**config.mk**
```make
export PLATFORM = sky130hd
export DESIGN_NAME = scaled_two_digit_overlay
export DESIGN_NICKNAME = d
export VERILOG_FILES = /design/src/rtl/sdo_pkg.sv /design/src/rtl/sdo_regs.sv /design/src/rtl/sdo_pixel.sv /design/src/rtl/scaled_two_digit_overlay.sv
export SDC_FILE = /design/constraint.sdc
export NUM_CORES = 1
export LEC_CHECK = 0
export BUFFER_PORTS_ARGS = -buffer_cell sky130_fd_sc_hd__buf_2
export CAP_MARGIN = 30
export CELL_PAD_IN_SITES_DETAIL_PLACEMENT = 0
export CELL_PAD_IN_SITES_GLOBAL_PLACEMENT = 1
export CORE_MARGIN = 2
export CORE_UTILIZATION = 42
export CTS_CLUSTER_SIZE = 30
export DETAILED_ROUTE_END_ITERATION = 6
export PLACE_DENSITY = 0.77
export SETUP_SLACK_MARGIN = 0.05
export SLEW_MARGIN = 20
export SYNTH_ARGS = -nofsm -noshare
export SYNTH_HDL_FRONTEND = slang
export SYNTH_SLANG_ARGS = --single-unit
```
**constraint.sdc**
```tcl
create_clock -name clk_i -period 6.4 [get_ports clk_i]
set_input_delay 0 -clock clk_i [delete_from_list [all_inputs] [get_ports clk_i]]
set_output_delay 0 -clock clk_i [all_outputs]
set_load 0.1 [all_outputs]
```
**src/rtl/sdo_pkg.sv**
```systemverilog
// Types, constants and font table of the two-digit overlay.
package sdo_pkg;

  localparam int unsigned DefFrameWidth  = 1024;
  localparam int unsigned DefFrameHeight = 1024;

  localparam int unsigned CoordW  = 10;
  localparam int unsigned PixelW  = 8;
  localparam int unsigned OriginW = 11;
  localparam int unsigned MagW    = 5;
  localparam int unsigned GapW    = 6;
  localparam int unsigned ValueW  = 7;
  localparam int unsigned DiffW   = 13;
  localparam int unsigned ApbAddrW = 5;
  localparam int unsigned ApbDataW = 32;
  localparam int unsigned InTdataW  = 32;
  localparam int unsigned OutTdataW = 8;

  localparam logic [MagW-1:0]   MagnifyRst   = 5'd1;
  localparam logic [GapW-1:0]   DigitGapRst  = 6'd5;
  localparam logic [PixelW-1:0] InkLevelRst  = 8'd180;
  localparam logic [ValueW-1:0] ValueMax     = 7'd99;

  typedef enum logic [2:0] {
    REG_ORIGIN_X,
    REG_ORIGIN_Y,
    REG_MAGNIFY,
    REG_DIGIT_GAP,
    REG_SHOWN_VALUE,
    REG_CLEAR_ENABLE,
    REG_INK_LEVEL
  } sdo_reg_e;

  typedef struct packed {
    logic signed [OriginW-1:0] origin_x;
    logic signed [OriginW-1:0] origin_y;
    logic [MagW-1:0]           magnify;
    logic [GapW-1:0]           digit_gap;
    logic [ValueW-1:0]         shown_value;
    logic                      clear_enable;
    logic [PixelW-1:0]         ink_level;
  } sdo_cfg_t;

  // one word per digit, row 0 in the low bits, bit 2 of a row is the left column
  localparam logic [14:0] GLYPH [10] = '{
    {3'd7, 3'd5, 3'd5, 3'd5, 3'd7},
    {3'd7, 3'd2, 3'd2, 3'd6, 3'd2},
    {3'd7, 3'd4, 3'd7, 3'd1, 3'd7},
    {3'd7, 3'd1, 3'd7, 3'd1, 3'd7},
    {3'd1, 3'd1, 3'd7, 3'd5, 3'd5},
    {3'd7, 3'd1, 3'd7, 3'd4, 3'd7},
    {3'd7, 3'd5, 3'd7, 3'd4, 3'd7},
    {3'd1, 3'd1, 3'd1, 3'd1, 3'd7},
    {3'd7, 3'd5, 3'd7, 3'd5, 3'd7},
    {3'd7, 3'd1, 3'd7, 3'd5, 3'd7}
  };

  function automatic logic glyph_bit(logic [3:0] digit, logic [2:0] row, logic [1:0] col);
    logic [14:0] w;
    logic [2:0]  r;
    logic        b;
    w = (digit <= 4'd9) ? GLYPH[digit] : 15'd0;
    case (row)
      3'd0:    r = w[2:0];
      3'd1:    r = w[5:3];
      3'd2:    r = w[8:6];
      3'd3:    r = w[11:9];
      3'd4:    r = w[14:12];
      default: r = 3'd0;
    endcase
    case (col)
      2'd0:    b = r[2];
      2'd1:    b = r[1];
      2'd2:    b = r[0];
      default: b = 1'b0;
    endcase
    return b;
  endfunction

  // tens digit of a value up to 99 by reciprocal multiply
  function automatic logic [3:0] tens_of(logic [ValueW-1:0] v);
    logic [18:0] p;
    p = 19'(v) * 19'd205;
    return p[14:11];
  endfunction

endpackage

```
**src/rtl/sdo_regs.sv**
```systemverilog
// APB register file holding the overlay settings.
module sdo_regs (
  input  logic                           clk_i,
  input  logic                           rst_ni,
  input  logic                           psel,
  input  logic                           penable,
  input  logic                           pwrite,
  input  logic [sdo_pkg::ApbAddrW-1:0]   paddr,
  input  logic [sdo_pkg::ApbDataW-1:0]   pwdata,
  output logic [sdo_pkg::ApbDataW-1:0]   prdata,
  output logic                           pready,
  output sdo_pkg::sdo_cfg_t              cfg_o
);
  import sdo_pkg::*;

  sdo_cfg_t cfg_q, cfg_d;
  sdo_reg_e idx;
  logic     wr_en;

  assign idx    = sdo_reg_e'(paddr[4:2]);
  assign pready = 1'b1;
  assign wr_en  = psel && penable && pwrite && pready;

  always_comb begin
    cfg_d = cfg_q;
    if (wr_en) begin
      case (idx)
        REG_ORIGIN_X:     cfg_d.origin_x     = $signed(pwdata[OriginW-1:0]);
        REG_ORIGIN_Y:     cfg_d.origin_y     = $signed(pwdata[OriginW-1:0]);
        REG_MAGNIFY:      cfg_d.magnify      = pwdata[MagW-1:0];
        REG_DIGIT_GAP:    cfg_d.digit_gap    = pwdata[GapW-1:0];
        REG_SHOWN_VALUE:  cfg_d.shown_value  = (pwdata[ValueW-1:0] > ValueMax) ?
                                               ValueMax : pwdata[ValueW-1:0];
        REG_CLEAR_ENABLE: cfg_d.clear_enable = pwdata[0];
        REG_INK_LEVEL:    cfg_d.ink_level    = pwdata[PixelW-1:0];
        default: ;
      endcase
    end
  end

  always_ff @(posedge clk_i or negedge rst_ni) begin
    if (!rst_ni) begin
      cfg_q.origin_x     <= '0;
      cfg_q.origin_y     <= '0;
      cfg_q.magnify      <= MagnifyRst;
      cfg_q.digit_gap    <= DigitGapRst;
      cfg_q.shown_value  <= '0;
      cfg_q.clear_enable <= 1'b1;
      cfg_q.ink_level    <= InkLevelRst;
    end else begin
      cfg_q <= cfg_d;
    end
  end

  always_comb begin
    case (idx)
      REG_ORIGIN_X:     prdata = ApbDataW'($unsigned(cfg_q.origin_x));
      REG_ORIGIN_Y:     prdata = ApbDataW'($unsigned(cfg_q.origin_y));
      REG_MAGNIFY:      prdata = ApbDataW'(cfg_q.magnify);
      REG_DIGIT_GAP:    prdata = ApbDataW'(cfg_q.digit_gap);
      REG_SHOWN_VALUE:  prdata = ApbDataW'(cfg_q.shown_value);
      REG_CLEAR_ENABLE: prdata = ApbDataW'(cfg_q.clear_enable);
      REG_INK_LEVEL:    prdata = ApbDataW'(cfg_q.ink_level);
      default:          prdata = '0;
    endcase
  end

  assign cfg_o = cfg_q;

endmodule

```
**src/rtl/sdo_pixel.sv**
```systemverilog
// Per-pixel box clear and glyph hit logic.
module sdo_pixel #(
  parameter int unsigned IMG_COLS = sdo_pkg::DefFrameWidth,
  parameter int unsigned IMG_ROWS = sdo_pkg::DefFrameHeight
) (
  input  sdo_pkg::sdo_cfg_t             cfg_i,
  input  logic [sdo_pkg::CoordW-1:0]    pixel_x_i,
  input  logic [sdo_pkg::CoordW-1:0]    pixel_y_i,
  input  logic [sdo_pkg::PixelW-1:0]    pixel_in_i,
  output logic [sdo_pkg::PixelW-1:0]    pixel_out_o
);
  import sdo_pkg::*;

  localparam logic [DiffW-1:0] FrameW = DiffW'(IMG_COLS);
  localparam logic [DiffW-1:0] FrameH = DiffW'(IMG_ROWS);

  logic signed [DiffW-1:0] dx, dy, m1, m2, m3, m4, m5, box_w, uoff, coff;
  logic signed [DiffW-1:0] off_a;
  logic [3:0] tens, units, digit_a;
  logic [2:0] row;
  logic       in_frame, row_ok, in_box, two_dig, lit_a, lit_b;

  function automatic logic digit_hit(logic [3:0] d, logic signed [DiffW-1:0] ddx,
                                     logic [2:0] r, logic rok,
                                     logic signed [DiffW-1:0] c1,
                                     logic signed [DiffW-1:0] c2,
                                     logic signed [DiffW-1:0] c3);
    logic [1:0] col;
    col = (ddx >= c2) ? 2'd2 : ((ddx >= c1) ? 2'd1 : 2'd0);
    return rok && (ddx >= 0) && (ddx < c3) && glyph_bit(d, r, col);
  endfunction

  assign dx = $signed({3'b000, pixel_x_i}) - DiffW'(cfg_i.origin_x);
  assign dy = $signed({3'b000, pixel_y_i}) - DiffW'(cfg_i.origin_y);

  assign m1    = $signed(DiffW'(cfg_i.magnify));
  assign m2    = m1 <<< 1;
  assign m3    = m1 + m2;
  assign m4    = m1 <<< 2;
  assign m5    = m4 + m1;
  assign box_w = (m3 <<< 1) + $signed(DiffW'(cfg_i.digit_gap));
  assign uoff  = m3 + $signed(DiffW'(cfg_i.digit_gap));
  assign coff  = uoff >>> 1;

  assign in_frame = ({3'b000, pixel_x_i} < FrameW) && ({3'b000, pixel_y_i} < FrameH)
                    && (cfg_i.magnify != '0);
  assign row_ok   = (dy >= 0) && (dy < m5);
  assign row      = (dy >= m4) ? 3'd4 : (dy >= m3) ? 3'd3 : (dy >= m2) ? 3'd2 :
                    (dy >= m1) ? 3'd1 : 3'd0;
  assign in_box   = (dx >= 0) && (dx < box_w) && row_ok;

  assign tens    = tens_of(cfg_i.shown_value);
  assign units   = 4'(cfg_i.shown_value - ValueW'(tens) * ValueW'(10));
  assign two_dig = cfg_i.shown_value >= ValueW'(10);
  assign digit_a = two_dig ? tens : cfg_i.shown_value[3:0];
  assign off_a   = two_dig ? '0 : coff;

  assign lit_a = digit_hit(digit_a, dx - off_a, row, row_ok, m1, m2, m3);
  assign lit_b = two_dig && digit_hit(units, dx - uoff, row, row_ok, m1, m2, m3);

  always_comb begin
    pixel_out_o = pixel_in_i;
    if (in_frame) begin
      if (cfg_i.clear_enable && in_box) pixel_out_o = '0;
      if (lit_a || lit_b) pixel_out_o = cfg_i.ink_level;
    end
  end

endmodule

```
**src/rtl/scaled_two_digit_overlay.sv**
```systemverilog
// Top level of the two-digit pixel stream overlay.
// Takes one pixel per clock and returns it in order: an input register feeds the
// overlay logic, whose value lands in the output register. Throughput is
// one pixel per cycle while the output side is ready; s_axis_tready_o drops only
// when both registers hold data and m_axis_tready_i is low. Settings are written
// over APB (byte address 4*index) and should change only between frames or while
// no pixel is in flight.
module scaled_two_digit_overlay #(
  parameter int unsigned IMG_COLS = sdo_pkg::DefFrameWidth,
  parameter int unsigned IMG_ROWS = sdo_pkg::DefFrameHeight
) (
  input  logic                            clk_i,
  input  logic                            rst_ni,
  input  logic                            s_axis_tvalid_i,
  output logic                            s_axis_tready_o,
  // [9:0] pixel_x, [19:10] pixel_y, [27:20] pixel_in, [31:28] zero
  input  logic [sdo_pkg::InTdataW-1:0]    s_axis_tdata_i,
  output logic                            m_axis_tvalid_o,
  input  logic                            m_axis_tready_i,
  // [7:0] pixel_out
  output logic [sdo_pkg::OutTdataW-1:0]   m_axis_tdata_o,
  input  logic                            psel,
  input  logic                            penable,
  input  logic                            pwrite,
  input  logic [sdo_pkg::ApbAddrW-1:0]    paddr,
  input  logic [sdo_pkg::ApbDataW-1:0]    pwdata,
  output logic [sdo_pkg::ApbDataW-1:0]    prdata,
  output logic                            pready
);
  import sdo_pkg::*;

  sdo_cfg_t          cfg;
  logic              in_v_q, out_v_q, adv_out;
  logic [CoordW-1:0] px_q, py_q;
  logic [PixelW-1:0] pin_q, pix_res, pout_q;

  sdo_regs u_regs (
    .clk_i   (clk_i),
    .rst_ni  (rst_ni),
    .psel    (psel),
    .penable (penable),
    .pwrite  (pwrite),
    .paddr   (paddr),
    .pwdata  (pwdata),
    .prdata  (prdata),
    .pready  (pready),
    .cfg_o   (cfg)
  );

  sdo_pixel #(
    .IMG_COLS (IMG_COLS),
    .IMG_ROWS (IMG_ROWS)
  ) u_pixel (
    .cfg_i       (cfg),
    .pixel_x_i   (px_q),
    .pixel_y_i   (py_q),
    .pixel_in_i  (pin_q),
    .pixel_out_o (pix_res)
  );

  assign adv_out         = !out_v_q || m_axis_tready_i;
  assign s_axis_tready_o = !in_v_q || adv_out;

  always_ff @(posedge clk_i or negedge rst_ni) begin
    if (!rst_ni) begin
      in_v_q  <= 1'b0;
      out_v_q <= 1'b0;
    end else begin
      if (s_axis_tready_o) in_v_q <= s_axis_tvalid_i;
      if (adv_out) out_v_q <= in_v_q;
    end
  end

  always_ff @(posedge clk_i) begin
    if (s_axis_tready_o && s_axis_tvalid_i) begin
      px_q  <= s_axis_tdata_i[9:0];
      py_q  <= s_axis_tdata_i[19:10];
      pin_q <= s_axis_tdata_i[27:20];
    end
    if (adv_out && in_v_q) pout_q <= pix_res;
  end

  assign m_axis_tvalid_o = out_v_q;
  assign m_axis_tdata_o  = pout_q;

endmodule

```
After elaboration in Yosys (flattened, before gate mapping)
Memories as Yosys holds them, arrays and structs flattened.
Cells that the tools add are included.
{"block": "totals", "ff_bits": 87, "mem_bits_ro": 480, "input_bits": 76, "output_inout_bits": 43, "elab_cells": 121, "n_memories": 2}
{"block": "op_classes", "add_sub_neg": 9, "mul": 2, "magnitude_cmp": 22, "eq_ne": 14, "mux": 25, "bitwise": 2, "reduce_logical": 32}
{"name": "(no name shown)", "depth": 16, "word_bits": 15, "read_ports": 1, "rd_ports_with_merged_regs": 0, "write_ports": 0, "line": "sdo_pkg.sv:62", "source": "w = (digit <= 4'd9) ? GLYPH[digit] : 15'd0;"}
{"name": "(no name shown)", "depth": 16, "word_bits": 15, "read_ports": 1, "rd_ports_with_merged_regs": 0, "write_ports": 0, "line": "sdo_pkg.sv:62"}
{"op": "$mux W15", "n": 6}
{"op": "$pmux W11 S7", "n": 1}
{"op": "$pmux W3 S5", "n": 2}
{"op": "$add A13 B7 Y13", "n": 2}
{"op": "$ge A13 B1 Y1 const B", "n": 2}
{"op": "$ge A13 B6 Y1", "n": 2}
{"op": "$ge A13 B7 Y1", "n": 2}
{"op": "$lt A13 B8 Y1", "n": 2}
{"op": "$sub A12 B13 Y13", "n": 2}
{"op": "$ge A12 B1 Y1 const B", "n": 2}
{"op": "$ge A12 B8 Y1", "n": 2}
{"op": "$mux W8", "n": 3}
{"op": "$sub A11 B11 Y12", "n": 2}
{"op": "$logic_and A1 B1 Y1", "n": 15}
{"op": "$mul A7 B8 Y15 const B", "n": 1}
{"op": "$reduce_and A2 Y1", "n": 7}
{"op": "$lt A12 B13 Y1", "n": 1}
{"op": "$mux W13", "n": 1}
{"op": "$eq A3 B2 Y1 const B", "n": 4}
{"op": "$eq A3 B3 Y1 const B", "n": 4}
{"op": "$ge A12 B6 Y1", "n": 1}
{"op": "$ge A12 B7 Y1", "n": 1}
{"op": "$lt A12 B9 Y1", "n": 1}
{"op": "$ge A5 B5 Y1 const B", "n": 2}
{"op": "other kinds (22)", "n": 38}

Logic depth before layout (Yosys ltp)
Gate-level depths: netlist (run 1).
{"block": "depth", "depth_word": 15, "mapped_depth": 26, "depth_no_buf": 25}

Cells and area by module
Synthesis (run 1) repeated with hierarchy kept, for this count alone.
{"block": "unflattened", "hier_cells": 1052, "area_unflattened_um2": 9964.6}
{"module": "sdo_pixel", "instances": 1, "cells_per_inst": 801, "area_per_inst_um2": 6212.2, "seq_area_each_um2": 0.0}
{"module": "sdo_regs", "instances": 1, "cells_per_inst": 207, "area_per_inst_um2": 2567.5, "seq_area_each_um2": 1236.2}
{"module": "scaled_two_digit_overlay", "instances": 1, "cells_per_inst": 44, "area_per_inst_um2": 1184.9, "seq_area_each_um2": 1131.1}

Least setup slack after synthesis (run 1)
No wires, ideal clock.
{"block": "synth_timing", "path_type": "register to register", "start": "register u_regs.cfg_q (netlist bit u_regs.cfg_o[13])", "end": "register pout_q[0] (netlist: m_axis_tdata_o[0]), data pin", "setup_time_ns": 0.276, "arrival_time_ns": 5.617, "required_time_ns": 6.124, "path_slack_ns": 0.506, "stages_incl_launch_ff": 25, "n_path_buf": 1, "synth_period_minus_slack_ns": 5.894, "path_cell_list": "dfrtp_1 ha_1 ha_1 fa_1 inv_1 fa_1 inv_1 ha_1 a21oi_1 a211oi_1 nand2b_1 a21oi_1 xnor2_1 ha_1 fa_1 xnor2_1 xnor3_1 xor2_1 buf_2 nand2b_2 o2111a_2 a311oi_2 o22ai_1 a221oi_4 mux2i_1"}
{"block": "synth_via", "elab_chain_cells": 15, "elab_cells_between_ends": 40, "classes_between": "add/sub (2); mul (2); order compare (7); eq/ne (2); mux (16); bitwise (2); reduce/logical (7); memory (2)"}
{"element": "start, declared", "line": "sdo_regs.sv:16", "source": "sdo_cfg_t cfg_q, cfg_d;"}
{"element": "start signal, assigned", "line": "sdo_regs.sv:51", "source": "cfg_q <= cfg_d;"}
{"element": "$mul A7 B8 Y15", "line": "sdo_pkg.sv:83", "source": "p = 19'(v) * 19'd205;"}
{"element": "$mul A4 B3 Y3", "line": "sdo_pixel.sv:53", "source": "assign units = 4'(cfg_i.shown_value - ValueW'(tens) * ValueW'(10));"}
{"element": "$sub A4 B4 Y4", "line": "sdo_pixel.sv:53"}
{"element": "$not A4 Y5 (not written as such)", "line": "sdo_pkg.sv:62"}
{"element": "$mem_v2 Z16 W15"}
{"element": "$mux W15 (not written as such) (2 in a row)", "line": "sdo_pkg.sv:62"}
{"element": "$mux W15", "line": "sdo_pkg.sv:62"}
{"element": "$pmux W3 S5", "line": "sdo_pkg.sv:63", "source": "case (row)"}
{"element": "$pmux W1 S3", "line": "sdo_pkg.sv:71", "source": "case (col)"}
{"element": "$logic_and A1 B1 Y1", "line": "sdo_pixel.sv:30", "source": "return rok && (ddx >= 0) && (ddx < c3) && glyph_bit(d, r, col);"}
{"element": "$logic_and A1 B1 Y1", "line": "sdo_pixel.sv:59", "source": "assign lit_b = two_dig && digit_hit(units, dx - uoff, row, row_ok, m1, m2, m3);"}
{"element": "$logic_or A1 B1 Y1 (*)", "line": "sdo_pixel.sv:65", "source": "if (lit_a || lit_b) pixel_out_o = cfg_i.ink_level;"}
{"element": "$mux W8 (*)", "line": "sdo_pixel.sv:65"}
{"element": "$mux W8 (*)", "line": "sdo_pixel.sv:63", "source": "if (in_frame) begin"}
{"element": "named net pix_res[0]", "line": "scaled_two_digit_overlay.sv:35", "source": "logic [PixelW-1:0] pin_q, pix_res, pout_q;"}
{"element": "end signal, assigned", "line": "scaled_two_digit_overlay.sv:80", "source": "if (adv_out && in_v_q) pout_q <= pix_res;"}
{"element": "end, declared", "line": "scaled_two_digit_overlay.sv:35"}
Mark *: on every way through the listed nets, which the timed path passes. The rest lies on a longest branch. The select of a mux whose other input is x is not followed.
A chain may end at the register's enable or synchronous reset.

Final worst setup path (run 1)
{"block": "layout_timing", "start": "register u_regs.cfg_q (netlist bit u_regs.cfg_o[13])", "end": "register pout_q[1] (netlist: m_axis_tdata_o[1]), data pin"}
The elaborated chain is that of the path after synthesis.

==> results of run 1 <==
## state kept, by name (all words and copies together), names as in the netlist
register         count
u_regs.cfg_o        49
px_q                10
py_q                10
m_axis_tdata_o       8
pin_q                8
in_v_q               1
m_axis_tvalid_o      1
## logic make-up after synthesis
group | count (synthesis)
buf+inv | 142
flops | 87
xor+xnor | 41
mux | 56
compound gates | 254
fa+ha+maj | 191
other cells | 2
simple gates | 268
## worst max-delay path by stage
stage	from	end	slack, ps	cells after the start
5_1_grt	u_regs.cfg_o[13]	m_axis_tdata_o[2]	40	25
4_1_cts	u_regs.cfg_o[15]	m_axis_tdata_o[1]	110	25
3_3_place_gp	u_regs.cfg_o[15]	m_axis_tdata_o[6]	280	25
2_1_floorplan	u_regs.cfg_o[13]	m_axis_tdata_o[0]	510	24
3_5_place_dp	u_regs.cfg_o[15]	m_axis_tdata_o[1]	130	25
6_report	u_regs.cfg_o[13]	m_axis_tdata_o[1]	360	25
## repair_timing
action                                  in CTS  in global routing
hold buffers                                41                  0
gates resized for setup                      0                  9
buffers inserted                             0                  2
endpoints found under the hold margin       93                  0
endpoints found under the setup margin       0                  8
## cell type report
class	instances	share of cell area [%]
clock buffers	10	2.033
well taps	285	3.167
inverters	101	3.367
clock inverters	6	0.6556
multi-input cells	832	60.68
flip-flops and latches	87	21.04
repair buffers	143	9.056
## cells in the final DEF (no fill, tap or decap), types with 7 or more instances in the layout
cell type      synthesis  final
ha_1                 174    174
inv_1                101    101
buf_2                  1     69
nand2_1               68     68
o21ai_0               65     64
a21oi_1               52     51
nor2_1                45     45
dlygate4sd3_1          0     41
dfrtp_1               43     41
edfxtp_1              36     36
nand2b_1              31     31
buf_4                 22     31
xnor2_1               30     30
mux2i_1               28     28
o21a_1                27     27
mux2_2                25     25
nor2b_1               22     22
conb_1                 2     22
fa_1                  17     17
nand3_1               16     16
nand4_1               14     14
a21o_1                12     12
nor3_1                14     12
xor2_1                10     10
a211oi_1              10      9
clkbuf_16              0      9
and3_1                 8      8
dfstp_2                8      8
o22ai_1                8      7
## critical path: cells and delay by family (launching register included)
family / cells / cell delay (ps)
flip-flops: 1 / 410
adder cells (fa/ha/maj): 7 / 2460
buffers and inverters: 4 / 460
multiplexers: 1 / 210
XOR/XNOR: 4 / 730
AO/OA/AOI/OAI: 6 / 880
AND/OR/NAND/NOR: 3 / 720
## layer usage
metal / share of wire (%) / routed length (um) / global-route usage, %
met5: 0 / 0 / 0
met4: 1.1 / 275 / 4.150
met3: 3.3 / 824 / 1.472
met2: 48 / 12200 / 36.60
met1: 47 / 12010 / 28.77
## through the flow
stage	hold WS, ps	util [%]	instances	area, um2
finish	12.05	49.74	1464	11260
global route	14.15	49.74	1464	11260
floorplan	-295.6	-	1061	9787
global placement	152.4	46.27	1404	10480
detailed placement	155.6	46.34	1405	10490
CTS	3.723	49.49	1462	11210
==> impl_metrics.csv, run 1 <==
group,metric,value,unit
status,status,"complete, no violations",
clock_network,h-tree-depth,3,
final_layout,multi_input_area,6833,um2
global_route,grt_max_degree,52,
global_route,antenna_found_initial,0,
sta,setup_ws,362.2,ps
worst_setup_path,reg2reg_from,"u_regs.cfg_o[13]",
sta,finalCriticalPeriod,6038,ps
sta,setup_viol,0,
worst_hold_path,hold_depth,2,
logic_synthesis,ys_seq_area_share,24.38,%
floorplan,io_pins,119,
logic_synthesis,avgSynthCellArea,9.329,um2
logic_synthesis,synthSimpleGateAreaFrac,15.06,%
placed_design,dp_slack,134.3,ps
sta,worstMarginPinSlew,914.7,ps
route,avgRoutedWirePerCell,17.29,um
route,routed_via_density,5.451,
logic_synthesis,synthTopCellsByArea,"ha_1, edfxtp_1, dfrtp_1, inv_1, fa_1",
clock_network,root_buffer,"clkbuf_16",
route,ant_nets,0,
sta,post-route-period-util,94.34,%
final_layout,seq_area,2370,um2
logic_synthesis,synth.mux.area_fraction,6.480,%
worst_setup_path,slowest_stage,"fa_1",
global_route,grt_overflow_total,0,
worst_setup_path,critPathKind,"flip-flop to flip-flop",
logic_synthesis,yosys-top-cells-count,"ha_1, inv_1, nand2_1, o21ai_0, a21oi_1",
logic_synthesis,yosys_warnings,0,
final_layout,layout-drive-gt1-share,16.37,%
final_layout,synthToLayoutAreaGrowth,15.95,%
sta,drv_slew,0,
floorplan,die_w,156.1,um
logic_synthesis,async_flop_share,58.62,%
clock_network,clock_latency,350,ps
logic_synthesis,synth_xor_xnor_area_share,3.839,%
logic_synthesis,synth_edf_count,36,
logic_synthesis,synth_compound_area_share,17.71,%
final_layout,nNetsFinal,1441,
sta,final-hold-violation-count,0,
worst_setup_path,r2r_setup_slack,360,ps
floorplan,rows,55,
floorplan,core,22640,um2
sta,maxSlewHeadroom,38.89,%
final_layout,num-fill-cells,2095,
clock_network,cts_sinks,87,
logic_synthesis,synth_adder_area_share,25.92,%
logic_synthesis,synth_top_area_cell,"ha_1",
logic_synthesis,yosysTopAreaCellShare,22.42,%
global_route,grt_pass1_wl,40270,um
route,drt_drc_violations_left,0,
placed_design,gp_congestion,0.8460,
logic_synthesis,netlist_instances,1041,
worst_setup_path,rr_endpoint,"m_axis_tdata_o[1]",
route,drtIter0Drc,469,
worst_setup_path,path_max_fanout,11,
floorplan,start_util,42.90,%
worst_hold_path,min_path_type,"input port to flip-flop",
logic_synthesis,synthFlopType,"dfrtp_1",
sta,rsz0062_at_grt,"false",
worst_hold_path,worstHoldEndpoint,"u_regs.cfg_o[9]",
worst_setup_path,cp-end-kind,"flip-flop",
logic_synthesis,synth_top_family_by_area,"adder cells",
worst_setup_path,worstPathRequired,6590,ps
placed_design,dp_hpwl,20360,um
sta,fin_skew,12.46,ps
sta,timing.fmax,0.1656,GHz
worst_setup_path,arrival,6230,ps
worst_setup_path,crit_top_cell,"ha_1",
floorplan,fp.dieH,156.1,um
logic_synthesis,yosysMostFrequentCell,"ha_1",
worst_setup_path,critPathMaxStageDelay,500,ps
clock_network,numCtsBuffers,9,
clock_network,cts.path.max_buffers,2,
clock_network,cts_tree,"built",
worst_setup_path,start_kind,"flip-flop",
worst_hold_path,hp-start,"pwdata[0]",
logic_synthesis,yosysUniqueCellTypes,97,
sta,tns,0,ps
logic_synthesis,ys_ff_latch,87,
route,wirelength,25320,um
final_layout,diodes,0,
placed_design,portBuffers,69,
logic_synthesis,synth.cell_area,9712,um2
global_route,grt_pass1_vias,7554,
global_route,grtUsageTotal,20.99,%
route,first_pass_iters,5,
clock_network,clk_pin_slew,70,ps
run,maxCapViolations,0,
route,vias,7980,
worst_setup_path,reg2reg_depth,25,
floorplan,die-area,24360,um2
Power of run 1 is not shown: default switching activity piles up to over one toggle a cycle in this logic, so the estimate is an artifact.
==> run 2: changes to the inputs <==
--- a/config.mk
+++ b/config.mk
@@ -5,15 +5,16 @@
 export SDC_FILE = /design/constraint.sdc
 export NUM_CORES = 1
 export LEC_CHECK = 0
+export ABC_AREA = 1
 export BUFFER_PORTS_ARGS = -buffer_cell sky130_fd_sc_hd__buf_2
 export CAP_MARGIN = 30
 export CELL_PAD_IN_SITES_DETAIL_PLACEMENT = 0
 export CELL_PAD_IN_SITES_GLOBAL_PLACEMENT = 1
 export CORE_MARGIN = 2
-export CORE_UTILIZATION = 42
+export CORE_UTILIZATION = 40
 export CTS_CLUSTER_SIZE = 30
 export DETAILED_ROUTE_END_ITERATION = 6
-export PLACE_DENSITY = 0.77
+export PLACE_DENSITY = 0.76
 export SETUP_SLACK_MARGIN = 0.05
 export SLEW_MARGIN = 20
 export SYNTH_ARGS = -nofsm -noshare
==> run 2 against run 1 <==
Effect of this change: hold slack gained 87 ps; non-clock buffer count down 16; clock-buffer cell count decreased by 1; setup slack improved by 260 ps; area after synthesis up 6.1%; register-to-register slack better by 260 ps; critical path type unchanged; highest routed layer unchanged; critical path depth increased by 9.
==> impl_metrics.csv, run 2 <==
group,metric,value,unit
worst_setup_path,path_max_fanout,9,
final_layout,largest_register_ffs,49,
final_layout,final_common_cell,"nand2_1",
floorplan,io_pins,119,
final_layout,layout-drive-gt1-share,10.57,%
worst_setup_path,worstPathRequired,6500,ps
logic_synthesis,yosysUniqueCellTypes,61,
logic_synthesis,synthTopCellsByArea,"ha_1, nand2_1, edfxtp_1, dfrtp_1, inv_1",
clock_network,clk_pin_slew,70,ps
logic_synthesis,synth_edf_count,36,
sta,worstMarginPinSlew,876.8,ps
sta,post-route-period-util,90.32,%
global_route,grt_max_degree,52,
worst_hold_path,hold_depth,5,
logic_synthesis,yosysTopAreaCellShare,21.14,%
sta,fin_skew,15.14,ps
logic_synthesis,synthFlopType,"dfrtp_1",
worst_setup_path,start_kind,"flip-flop",
worst_setup_path,cp-end-kind,"flip-flop",
placed_design,gp_congestion,0.9081,
final_layout,nNetsFinal,1785,
worst_setup_path,crit_top_cell,"nand2_1",
logic_synthesis,async_flop_share,58.62,%
sta,maxSlewHeadroom,41.55,%
floorplan,fp.dieH,164.5,um
logic_synthesis,ys_seq_area_share,22.98,%
worst_setup_path,critPathKind,"flip-flop to flip-flop",
clock_network,cts_tree,"built",
logic_synthesis,avgSynthCellArea,7.394,um2
floorplan,die-area,27050,um2
worst_hold_path,hp-start,"paddr[2]",
sta,finalCriticalPeriod,5780,ps
route,ant_nets,0,
sta,setup_viol,0,
clock_network,root_buffer,"clkbuf_16",
worst_setup_path,arrival,5880,ps
placed_design,dp_hpwl,23620,um
logic_synthesis,synth.cell_area,10300,um2
global_route,grtUsageTotal,21.72,%
floorplan,start_util,40.78,%
floorplan,die_w,164.5,um
clock_network,cts_sinks,87,
logic_synthesis,yosysMostFrequentCell,"nand2_1",
status,status,"complete, no violations",
global_route,grt_pass1_wl,45950,um
clock_network,numCtsBuffers,9,
worst_setup_path,critPathMaxStageDelay,490,ps
sta,final-hold-violation-count,0,
logic_synthesis,yosys-top-cells-count,"nand2_1, inv_1, ha_1, nand3_1, nor2_1",
floorplan,core,25250,um2
sta,drv_slew,0,
route,routed_via_density,5.033,
run,maxCapViolations,0,
final_layout,synthToLayoutAreaGrowth,14.80,%
logic_synthesis,synth_top_area_cell,"ha_1",
worst_setup_path,r2r_setup_slack,620,ps
final_layout,most-common-layout-cells,"nand2_1, inv_1, ha_1",
route,wirelength,28740,um
sta,tns,0,ps
clock_network,clock_latency,350,ps
logic_synthesis,yosys_warnings,0,
global_route,grt_pass1_vias,8994,
clock_network,cts.path.max_buffers,2,
global_route,antenna_found_initial,0,
logic_synthesis,netlist_instances,1393,
logic_synthesis,ys_ff_latch,87,
worst_setup_path,reg2reg_from,"u_regs.cfg_o[14]",
route,first_pass_iters,5,
sta,rsz0062_at_grt,"false",
global_route,grt_overflow_total,0,
worst_hold_path,min_path_type,"input port to flip-flop",
final_layout,diodes,0,
worst_setup_path,reg2reg_depth,34,
floorplan,rows,58,
clock_network,post-cts-setup-buffer-count,0,
clock_network,h-tree-depth,3,
placed_design,portBuffers,69,
route,drt_drc_violations_left,0,
worst_setup_path,rr_endpoint,"m_axis_tdata_o[7]",
sta,timing.fmax,0.1730,GHz
worst_setup_path,slowest_stage,"fa_1",
route,vias,9327,
final_layout,num-fill-cells,2594,
worst_hold_path,worstHoldEndpoint,"u_regs.cfg_o[8]",
route,drtIter0Drc,572,
route,avgRoutedWirePerCell,15.51,um
-- run 2: cell types whose count changed in the layout (fill, tap and decap cells not counted), moves of 17 or more --
cell	delta
nand2b_1	-30
o21a_1	-25
nor2b_1	-22
mux2_2	-25
nand2_1	+258
nand4_1	+18
nor2_1	+43
a21oi_1	+28
xnor2_1	-17
inv_1	+118
mux2i_1	-28
nand3_1	+80
-- run 2: critical path: cells and delay by family (launching register included) --
family,cells,cell delay (ps)
AOI/OAI and AO/OA,2,300
xor gates and xnor gates,1,210
adders and majority gates,7,2350
buffers and inverters,4,380
DFF,1,420
and+or+nand+nor,20,1890
-- run 2: cell type report --
class,count,area (um2),share of cell area [%]
Clock buffer,9,225.2,1.905
Clock inverter,7,123.9,1.048
Inverter,225,844.6,7.143
Multi-Input combinational cell,1068,6960,58.87
Sequential cell,87,2369,20.03
Tap cell,330,412.9,3.492
Timing Repair Buffer,127,888.4,7.513
-- run 2: how the worst max path moves through the flow --
stage               cells past startpoint  slack (ps)           endpoint              from
floorplan                              32        1260  m_axis_tdata_o[0]  u_regs.cfg_o[13]
global placement                       36         570  m_axis_tdata_o[5]  u_regs.cfg_o[13]
detailed placement                     36         500  m_axis_tdata_o[2]  u_regs.cfg_o[13]
CTS                                    36         480  m_axis_tdata_o[7]  u_regs.cfg_o[13]
global route                           34          70  m_axis_tdata_o[1]  u_regs.cfg_o[14]
finish                                 34         620  m_axis_tdata_o[7]  u_regs.cfg_o[14]
-- run 2: cells by family (layout without fill, tap and decap cells) --
kind of cell / after synthesis / after routing / synth area share (%)
compound gates: 212 / 212 / 12.17
xor+xnor: 40 / 40 / 3.657
fa+ha+maj: 191 / 191 / 24.44
buf+inv: 258 / 368 / 10.28
flops: 87 / 87 / 22.98
other cells: 2 / 22 / 0.07291
simple gates: 603 / 603 / 26.40
-- run 2: repair_timing --
item                                    4_1_cts  5_1_grt
hold endpoints to repair                    102        0
endpoints found under the setup margin        0        8
hold buffers                                 43        0
gates resized for setup                       0        4
-- run 2: through the flow --
stage | area (um2) | hold WS (ps) | utilization, % | cells | setup WS, ps
after floorplan | 10380 | -295.6 | - | 1413 | 1260
after global placement | 11020 | 151.9 | 43.65 | 1793 | 567.3
after detailed placement | 11020 | 156.6 | 43.65 | 1793 | 504.6
after CTS | 11800 | 77.49 | 46.74 | 1852 | 480.6
after global routing | 11820 | 150.0 | 46.82 | 1853 | 67.67
final | 11820 | 99.48 | 46.82 | 1853 | 619.7
-- run 2: routing by layer --
metal	share of wire [%]	track usage, %	vias up
met4	2.2	6.047	0
met2	45	36.67	197
li1	-	-	4839
met3	3.1	2.009	39
met1	49	29.71	4252
met5	0	0	-
Power of run 2 is left out for the same reason.
==> run 3: changes to the inputs <==
--- a/config.mk
+++ b/config.mk
@@ -11,10 +11,10 @@
 export CELL_PAD_IN_SITES_DETAIL_PLACEMENT = 0
 export CELL_PAD_IN_SITES_GLOBAL_PLACEMENT = 1
 export CORE_MARGIN = 2
-export CORE_UTILIZATION = 40
+export CORE_UTILIZATION = 44
 export CTS_CLUSTER_SIZE = 30
 export DETAILED_ROUTE_END_ITERATION = 6
-export PLACE_DENSITY = 0.76
+export PLACE_DENSITY = 0.9
 export SETUP_SLACK_MARGIN = 0.05
 export SLEW_MARGIN = 20
 export SYNTH_ARGS = -nofsm -noshare
==> constraint.sdc (replaced) <==
create_clock -name clk_i -period 5.9 [get_ports clk_i]
set_input_delay 0 -clock clk_i [delete_from_list [all_inputs] [get_ports clk_i]]
set_output_delay 0 -clock clk_i [all_outputs]
set_load 0.1 [all_outputs]
==> run 3 against run 2 <==
Effect of this change: the run now ends with negative hold slack left; non-clock buffer count up 18; fmax up 4.9%; hold slack worse by 110 ps; clock skew down 6.2 ps; largest cell class unchanged; highest routed layer unchanged.
==> impl_metrics.csv, run 3 (synthesis results as in run 2) <==
group,metric,value,unit
final_layout,nNetsFinal,1804,
worst_setup_path,slowest_stage,"fa_1",
route,first_pass_iters,5,
route,drt_drc_violations_left,0,
sta,post-route-period-util,93.43,%
floorplan,start_util,45.22,%
floorplan,core,22780,um2
route,wirelength,28580,um
worst_setup_path,critPathMaxStageDelay,420,ps
route,ant_nets,0,
clock_network,cts.path.max_buffers,2,
floorplan,rows,55,
final_layout,num-fill-cells,2210,
final_layout,layout-drive-gt1-share,12.91,%
worst_setup_path,arrival,5620,ps
sta,timing.fmax,0.1814,GHz
clock_network,numCtsBuffers,9,
final_layout,fin_area,12030,um2
placed_design,dp_slack,87.50,ps
worst_setup_path,start_kind,"flip-flop",
sta,worstMarginPinSlew,915.3,ps
sta,drv_slew,0,
clock_network,cts_sinks,87,
global_route,grtUsageTotal,23.40,%
placed_design,dp_hpwl,23080,um
clock_network,root_buffer,"clkbuf_16",
global_route,grt_pass1_wl,45740,um
sta,tns,0,ps
clock_network,clock_latency,350,ps
clock_network,cts_tree,"built",
placed_design,gp_congestion,0.9089,
clock_network,h-tree-depth,3,
worst_setup_path,cp-end-kind,"flip-flop",
final_layout,final_common_cell,"nand2_1",
worst_setup_path,worstPathRequired,6000,ps
final_layout,largest_register_ffs,49,
status,status,"finished, violations left",
clock_network,clk_pin_slew,60,ps
final_layout,most-common-layout-cells,"nand2_1, inv_1, ha_1",
final_layout,synthToLayoutAreaGrowth,16.75,%
floorplan,fp.dieH,157,um
placed_design,place_area,11080,um2
status,violations,"negative hold slack",
floorplan,die-area,24650,um2
route,vias,9618,
global_route,grt_max_degree,52,
sta,finalCriticalPeriod,5512,ps
sta,rsz0062_at_grt,"false",
sta,setup_ws,387.8,ps
sta,maxSlewHeadroom,38.98,%
final_layout,diodes,0,
global_route,grt_pass1_vias,9075,
sta,fin_skew,8.906,ps
sta,setup_viol,0,
sta,final-hold-violation-count,2,
run,maxCapViolations,0,
global_route,antenna_found_initial,0,
route,drtIter0Drc,713,
route,avgRoutedWirePerCell,15.41,um
floorplan,io_pins,119,
global_route,grt_overflow_total,0,
placed_design,portBuffers,69,
sta,hold_ws,-5.973,ps
route,routed_via_density,5.185,
worst_setup_path,crit_top_cell,"nand2_1",
worst_hold_path,min_path_type,"input port to flip-flop",
worst_setup_path,path_max_fanout,6,
worst_setup_path,critPathKind,"flip-flop to flip-flop",
floorplan,die_w,157,um
-- run 3: timing repair --
item,in CTS,in global routing
hold buffers,42,0
setup buffers,0,9
gates resized for setup,0,29
hold endpoints to repair,98,0
setup endpoints to repair,0,8
-- run 3: per-stage QoR --
stage | cells | utilization [%]
after floorplan | 1413 | -
after global placement | 1786 | 48.64
after detailed placement | 1786 | 48.64
after CTS | 1844 | 51.96
after global routing | 1855 | 52.79
final | 1855 | 52.79
-- run 3: final cells by class --
| class | instances | area [um2] | area share (%) |
|---|---|---|---|
| multi-input combinational | 1069 | 7057 | 58.68 |
| inverter | 225 | 848.3 | 7.054 |
| clock buffer | 13 | 292.8 | 2.435 |
| clock inverter | 3 | 43.79 | 0.3642 |
| timing repair buffer | 145 | 1021 | 8.490 |
| tap | 313 | 391.6 | 3.257 |
| sequential | 87 | 2371 | 19.72 |
-- run 3: worst max-delay path, delay by kind of cell, from the launching register on --
family / cells / cell delay, ps
AND/OR/NAND/NOR: 23 / 2090
XOR/XNOR: 1 / 150
flip-flops: 1 / 400
adder cells (fa/ha/maj): 7 / 2360
buffers and inverters: 4 / 290
-- run 3: metal layers --
layer,track usage (%),vias up,part of all wire (%)
met2,39.68,309,47
met4,5.286,0,1.6
li1,-,4867,-
met3,2.974,30,6.1
met1,31.82,4412,45
met5,0,-,0
-- run 3: worst paths after layout --
path / start / slack (ps) / to / depth (start not counted)
max reg2reg: u_regs.cfg_o[14] / 390 / m_axis_tdata_o[2] / 35
max in group asynchronous: rst_ni / 5110 / u_regs.cfg_o[13] / 3
max: u_regs.cfg_o[14] / 390 / m_axis_tdata_o[2] / 35
min reg2reg: in_v_q / 490 / m_axis_tvalid_o / 2
min in group asynchronous: rst_ni / 300 / u_regs.cfg_o[35] / 3
min: pwdata[6] / -6 / u_regs.cfg_o[6] / 3
Power of run 3 is left out for the same reason.
